### config.mk
export PLATFORM = sky130hd
export DESIGN_NAME = pfla_ram
export DESIGN_NICKNAME = d
export VERILOG_FILES = /design/src/design/pfla_ram.sv
export SDC_FILE = /design/constraint.sdc
export NUM_CORES = 1
export LEC_CHECK = 0
export ABC_AREA = 1
export ABC_CLOCK_PERIOD_IN_PS = 2000
export BUFFER_PORTS_ARGS = -buffer_cell sky130_fd_sc_hd__buf_2
export CAP_MARGIN = 20
export CORE_MARGIN = 1
export CORE_UTILIZATION = 60
export DETAILED_ROUTE_END_ITERATION = 10
export MAX_ROUTING_LAYER = met4
export PLACE_DENSITY = 0.8
export REMOVE_ABC_BUFFERS = 1
export SLEW_MARGIN = 20
export SYNTH_ARGS = -nofsm -noshare
export SYNTH_HDL_FRONTEND = slang
export SYNTH_SLANG_ARGS = --single-unit
### constraint.sdc
create_clock -name i_clk -period 2 [get_ports i_clk]
set_clock_uncertainty 0.05 [all_clocks]
set_input_delay 0.2 -clock i_clk [delete_from_list [all_inputs] [get_ports i_clk]]
set_output_delay 0.2 -clock i_clk [all_outputs]
set_load 0.02 [all_outputs]
### src/design/pfla_ram.sv
// generic single-port ram with registered read
module pfla_ram #(
    parameter int WIDTH = 8,
    parameter int DEPTH = 16
) (
    input  logic                     i_clk,
    input  logic                     i_we,
    input  logic [$clog2(DEPTH)-1:0] i_addr,
    input  logic [WIDTH-1:0]         i_wdata,
    output logic [WIDTH-1:0]         o_rdata
);

    logic [WIDTH-1:0] mem [DEPTH];

    always_ff @(posedge i_clk) begin
        if (i_we) begin
            mem[i_addr] <= i_wdata;
        end
        o_rdata <= mem[i_addr];
    end

endmodule

==> qor.yml <==
outcome: "finished, final reports clean"
grt_first_pass_wirelength_mm: 19.40
ys_ff_latch: 136
synth_largest_area_cell: "edfxtp_1"
crit_path_end_kind: "primary output"
cts-resized-gates: 0
via_per_inst: 5.492
grt_antenna_before_repair: 1
cts_sinks: 136
hp-class: "in2reg"
port_buffers: 21
avgSynthCellArea_um2: 10.21
p_int_mw: 5.312
p_leak_nw: 2.837
row_count: 34
cts_tree: "built"
ioPinCount: 22
hold_viol_final: 0
power_density_nw_per_um2: 1040
max_cap_violations: 0
ctsRootBufferMaster: "clkbuf_8"
critPathArrivalTime_ns: 0.99
cp-start-kind: "flop"
path_clk_slew_ns: 0.06
period_share: 0.6199
synth.top_cell.area_share: 0.6872
rsz0062_at_grt: "false"
drc_errors: 0
netSwitchingPower_mw: 1.446
layout_min_cycle_time_ns: 1.240
p_clk_frac: 0.465
worstSetupPathType: "reg2out"
via_count: 3916
final_core_util: 0.7311
cts_buffers: 17
relSlewSlack: 0.5690
synth_seq_area_share: 0.7159
firstDrtPassIters: 7
cts.path.max_buffers: 2
cts_setup_buffers: 0
fmax_mhz: 806.6
fin_nets: 605
maxSlewViolCount: 0
initial_core_util: 0.6290
die_width_um: 98.55
tightestPinTransition_ns: 0.6442
crit_buf_inv: 1
synth_cell_types: 11
syn-cell-area_um2: 5593
first_global_vias: 3872
grt_max_degree: 38
worst-path-max-fanout: 1
p_total_mw: 6.757
finalSetupViolCount: 0
wl_per_cell_um: 17.27
gp_congestion: 0.9207
final_common_cell: "nand2_1"
crit_path_cell_trace: "buf_2"
track_usage: 0.2821
layout-drive-gt1-share: 0.1242
area_growth_pct: 16.22
sequentialPowerShare: 0.474
layout_common_cells: "346 x nand2_1, 128 x edfxtp_1, 24 x buf_4"
htreeDepth: 4
tns_ns: 0
die_h_um: 98.55
p_comb_frac: 0.061
hpwl_mm: 7.491
ir_worst_vdd_uv: 792.8
drtIter0Drc: 388
path_delay_family: "flip-flops"
synth_warnings: 0
hold_buffers: 0
cp_slowest_stage_delay_ns: 0.32
clock_latency_ns: 0.52
dieArea_um2: 9711
finalWirelength_mm: 12.31
critical_path_required_ns: 1.75
p_sw_frac: 0.2139
hold-worst-slack_ns: 0.07128
n_fill_cell: 561
syn_inst: 548
cpMaxStageDelayCell: "dfxtp_1"
grt-ovfl-total: 0
core_um2: 8891
ant_nets: 0
synth_area_leaders: "edfxtp_1 69%, nand2_1 23%, dfxtp_1 2.9%"
==> registers in the layout, indices dropped and copies added, names as in the netlist <==
name     flops
mem        128
o_rdata      8
==> per-layer routing <==
metal  vias to the layer above  global-route usage  part of all wire
met5                         -                   -                 0
met4                         0              0.1148             0.014
met3                        20             0.05887             0.074
met2                       163              0.4491              0.49
met1                      1888              0.3586              0.42
li1                       1845                   -                 -
==> Yosys cell counts, drive strengths merged <==
cell	number
nand2	346
edfxtp	128
inv	22
buf	18
nor2	18
dfxtp	8
nand3	4
clkbuf	3
clkinv	1
==> through the flow <==
step / area (µm²) / cells / setup slack, ns
after global placement: 5897 / 680 / 0.4146
final: 6500 / 713 / 0.7602
after global routing: 6500 / 713 / 0.7426
after CTS: 6497 / 712 / 0.7552
after floorplan: 5477 / 527 / 0.1852
after detailed placement: 5897 / 680 / 0.3958
==> power groups by stage <==
stage | clock network, mW | logic (mW) | registers, mW
after floorplan | 0 | 0.182 | 3.29
after global placement | 0 | 0.391 | 3.26
after detailed placement | 0 | 0.399 | 3.26
after CTS | 3.15 | 0.408 | 3.20
after global routing | 3.28 | 0.452 | 3.21
final | 3.14 | 0.411 | 3.20
==> area by class of cell <==
type,count,area (µm²),area share
Timing Repair Buffer,45,285.3,0.04389
Tap cell,108,135.1,0.02079
Clock buffer,19,421.7,0.06487
Sequential cell,136,4004,0.6160
Multi-Input combinational cell,368,1386,0.2133
Clock inverter,13,178.9,0.02753
Inverter,23,86.33,0.01328
Antenna cell,1,2.502,0.0003850
==> kinds of logic (layout without fill, tap and decap cells) <==
logic type | after synthesis | after routing | synth area share
and+or+nand+nor | 368 | 368 | 0.2479
DFF | 136 | 136 | 0.7159
buffers and inverters | 44 | 100 | 0.03624
other | 0 | 1 | 0
==> path summary, 6_finish.rpt <==
path | cells past startpoint | slack, ns | startpoint | to
max | 1 | 0.76 | o_rdata[4] | o_rdata[4]
min | 1 | 0.07 | i_wdata[5] | mem[5][5]
max reg2reg | 8 | 0.88 | mem[7][0] | o_rdata[0]
min reg2reg | 8 | 0.70 | mem[11][5] | o_rdata[5]
Note: power is estimated with default switching activity, not from simulation.
