--- src/design/pfla_pkg.sv ---
// shared constants, codes and types of the page free-list allocator
package pfla_pkg;

    localparam int NUM_PAGES  = 4096;
    localparam int PAGE_BYTES = 4096;
    localparam int ADDR_W     = 40;
    localparam int PAGE_SHIFT = $clog2(PAGE_BYTES);
    localparam int IDX_W      = $clog2(NUM_PAGES);
    localparam int CNT_W      = $clog2(NUM_PAGES + 1);
    localparam int LINK_W     = IDX_W + 1;
    localparam int ALU_W      = ADDR_W + 2;
    localparam int PGN_W      = ALU_W - 1 - PAGE_SHIFT;

    typedef enum logic [1:0] {
        OP_ALLOC = 2'd0,
        OP_FREE  = 2'd1,
        OP_INIT  = 2'd2,
        OP_NONE  = 2'd3
    } t_op;

    typedef enum logic [1:0] {
        ST_OK      = 2'd0,
        ST_EMPTY   = 2'd1,
        ST_BAD     = 2'd2,
        ST_OUTSIDE = 2'd3
    } t_status;

    typedef enum logic [2:0] {
        S_IDLE,
        S_BASE,
        S_SPAN,
        S_ALLOC,
        S_ALLOC_POP,
        S_FREE,
        S_INIT,
        S_DONE
    } t_state;

    typedef struct packed {
        logic [ALU_W-1:0] a;
        logic [ALU_W-1:0] b;
        logic             sub;
    } t_alu_req;

endpackage

--- src/design/pfla_alu.sv ---
// shared adder and subtractor of the allocator sequencer
module pfla_alu (
    input  pfla_pkg::t_alu_req        i_req,
    output logic [pfla_pkg::ALU_W-1:0] o_sum
);
    import pfla_pkg::*;

    logic [ALU_W-1:0] b_eff;

    assign b_eff = i_req.b ^ {ALU_W{i_req.sub}};
    assign o_sum = i_req.a + b_eff + ALU_W'(i_req.sub);

endmodule

--- config.mk ---
export PLATFORM = sky130hd
export DESIGN_NAME = pfla_alu
export DESIGN_NICKNAME = d
export VERILOG_FILES = /design/src/design/pfla_pkg.sv /design/src/design/pfla_alu.sv
export SDC_FILE = /design/constraint.sdc
export NUM_CORES = 1
export LEC_CHECK = 0
export ABC_AREA = 1
export BUFFER_PORTS_ARGS = -buffer_cell sky130_fd_sc_hd__buf_2
export CAP_MARGIN = 20
export CORE_MARGIN = 8
export CORE_UTILIZATION = 44
export DETAILED_ROUTE_END_ITERATION = 16
export GPL_TIMING_DRIVEN = 0
export PLACE_DENSITY = 0.7
export RECOVER_POWER = 50
export SETUP_SLACK_MARGIN = 0.2
export SYNTH_ARGS = -nofsm -noshare
export SYNTH_HDL_FRONTEND = slang
export SYNTH_SLANG_ARGS = --single-unit
--- constraint.sdc ---
create_clock -name vclk -period 2.4
set_input_delay 0.24 -clock vclk [all_inputs]
set_output_delay 0.24 -clock vclk [all_outputs]
set_load 0.02 [all_outputs]
==> results by group <==
Yosys
  • Share of the synthesized area in the top cell type: between 20% and 30%
  • Cells after synthesis: between 700 and 800
  • Cells taking the most area after synthesis: nand2_1 29%, inv_1 15%, ha_1 14%, xor2_1 13%, nor2_1 5.2%
  • Post-synthesis net count: 870
  • Synth warn: 0
  • Synthesized cell area: 0.00380 mm^2
  • Largest area contributor in the netlist: nand2_1
  • Synthesized area per cell: between 5 and 6 um^2
  • Sequential area share after synthesis: 0%
  • Netlist cell types: 25

Timing
  • Fmax: between 300 and 400 MHz
  • Hold Violations, Final: 0
  • Period minus WS final: 2.55 ns
  • # setup viols final: 28
  • Slew Viols, Final: 0
  • RSZ-0062 raised after global routing: yes
  • Relative slew slack: 79.2%
  • Setup WS post-layout: -0.150 ns
  • Hold slack: 0.851 ns
  • Final period utilization: 106%
  • Slew @ Worst Pin: 0.311 ns

Final layout
  • Area of the multi-input gates: around 0.0050 mm^2
  • Seq_cells: 0
  • Filler cells: between 400 and 500
  • Layout area overhead: 90.2%
  • Share of cells above drive strength 1: about 56%
  • Clock buf count: 0
  • Post-layout instance count excluding filler cells: between 1000 and 1500
  • Final nets: 1061
  • Register area: 0 um^2
  • Number of diodes: 0

Power
  • Power density over the cells: around 460 mW/mm^2
  • Leak: approximately 3.7 nW
  • Worst-case vdd ir drop: about 360 uV

Run
  • Max_cap viols: 0

GRT
  • First-pass GRT wire length: ~22 mm
  • Vias in the first global route: around 4900
  • Largest net degree at the start of global routing: 11
  • Initial antenna violation count: 0
  • GRT Util Overall: 23.1%
  • Global route overflow: 0

CTS
  • Hold buffers post-CTS: 0

Worst setup path
  • Critical Path AT: 2.31 ns
  • Worst path required time: roughly 2.2 ns
  • Worst-path maximum fanout: 6
  • Crit path capture type: primary output
  • Startpoint types: input port
  • Setup Crit Path Kind: in2out

Worst hold path
  • Worst hold path type: in2out

Place
  • Post-Place Worst Slack: -0.274 ns
  • Placed cells: roughly 1000
  • Placer congestion estimate: between 0.9 and 1
  • Post-DP HPWL: between 10 and 15 mm
  • Buffers on Ports: ~130

Floorplan
  • Die area: between 0.01 and 0.015 mm^2
  • DIE HEIGHT: 109 um
  • IO Count: 127
  • Row count: 34
  • Core footprint: roughly 0.0086 mm^2
  • Die width: between 100 and 150 um
  • Starting Density: around 44%

Route
  • Wirelength, routed: around 21 mm
  • Via/cell ratio: 5.67
  • Initial DRC count: between 500 and 600
  • Final ANT Viol Nets: 0
  • Via Count: just under 6000
  • WL/cell: 20.3 um
  • DR DRC count: 0
  • Drt first pass iters: 7

Run status
  • Status: complete, but fails checks
  • Failing checks: negative setup slack
## metrics by stage
step	TNS, ns	cell area (um^2)	utilization, %	power (mW)
CTS	-0.0282	5600	65.5	2.43
finish	-1.86	7230	84.5	3.33
floorplan	0	3890	-	1.38
global route	-3.79	7230	84.5	3.49
global placement	-3.52	4660	54.5	1.93
detailed placement	-4.34	4660	54.5	1.95
## where the power goes
part | leakage, nW | internal, mW | switching (mW) | total (mW)
clock | 0 | 0 | 0 | 0
sequential | 0 | 0 | 0 | 0
combinational | 3.71 | 1.38 | 1.96 | 3.33
## per-layer routing
| metal | wire length [um] | vias up | GRT usage, % |
|---|---|---|---|
| met5 | 0 | - | 0 |
| met4 | 1640 | 0 | 3.42 |
| met3 | 2040 | 158 | 2.07 |
| met2 | 10200 | 430 | 40.9 |
| met1 | 7210 | 2716 | 30.0 |
| li1 | - | 2578 | - |
## critical path, cell delays in order
cell and delay (ns):
buf_16 0.13, buf_12 0.15, xor2_4 0.16, ha_4 0.27, buf_6 0.13, nand2_8 0.07
inv_1 0.05, nand2_1 0.11, nand2_2 0.09, nand2_2 0.08, nand2_2 0.08, nand2_2 0.10
nand3_4 0.13, nand2_2 0.11, nand2_1 0.06, nand2_1 0.12, nand2_2 0.08, buf_6 0.13
## worst paths after layout
check / from / to / slack (ns) / cells after the start
worst min-delay path: i_req[43] / o_sum[0] / 0.85 / 4
worst max-delay path: i_req[0] / o_sum[37] / -0.15 / 18
## area by class of cell
| cell class | count | area share (%) |
|---|---|---|
| multi-input combinational | 583 | 69.0 |
| inverter | 152 | 7.93 |
| tap | 108 | 1.87 |
| timing repair buffer | 189 | 19.8 |
| buffer | 5 | 1.49 |
## synth_stat cells, drive strengths merged
cell type,n
nand2,309
inv,152
nor2,70
xor2,58
ha,44
nand3,33
a21oi,29
nor3,7
o21ai,7
xnor2,7
buf,5
o21bai,5
a31oi,4
nand4,4
and2,2
a21o,1
fa,1
nand2b,1
or2,1
## cells in the final DEF (no fill, tap or decap), types with 8 or more instances in the layout
cell type and count:
nand3_4 10, xor2_1 25, xor2_4 8, nor2_2 17
nand2_4 36, nor2_4 28, nand3_1 19, buf_6 34
buf_2 84, xor2_2 25, a21oi_2 16, nand2_2 109
inv_1 126, nor2_1 25, ha_4 33, inv_2 25
nand2_1 163, buf_4 57
## what timing repair did
item | CTS | global route
resized for setup | 194 | 289
gates cloned | 2 | 3
endpoints found under the setup margin | 38 | 39
pin swaps | 61 | 146
buffers inserted | 30 | 28
## cells by family (layout without fill, tap and decap cells)
family                   Yosys count  after routing  share of synthesized area (%)
AO/OA/AOI/OAI                     46             46                           6.59
AND/OR/NAND/NOR                  427            427                           47.7
XOR/XNOR                          65             65                           15.0
adder cells (fa/ha/maj)           45             45                           15.0
buffers and inverters            157            346                           15.7
Note: power is estimated with default switching activity, not from simulation.
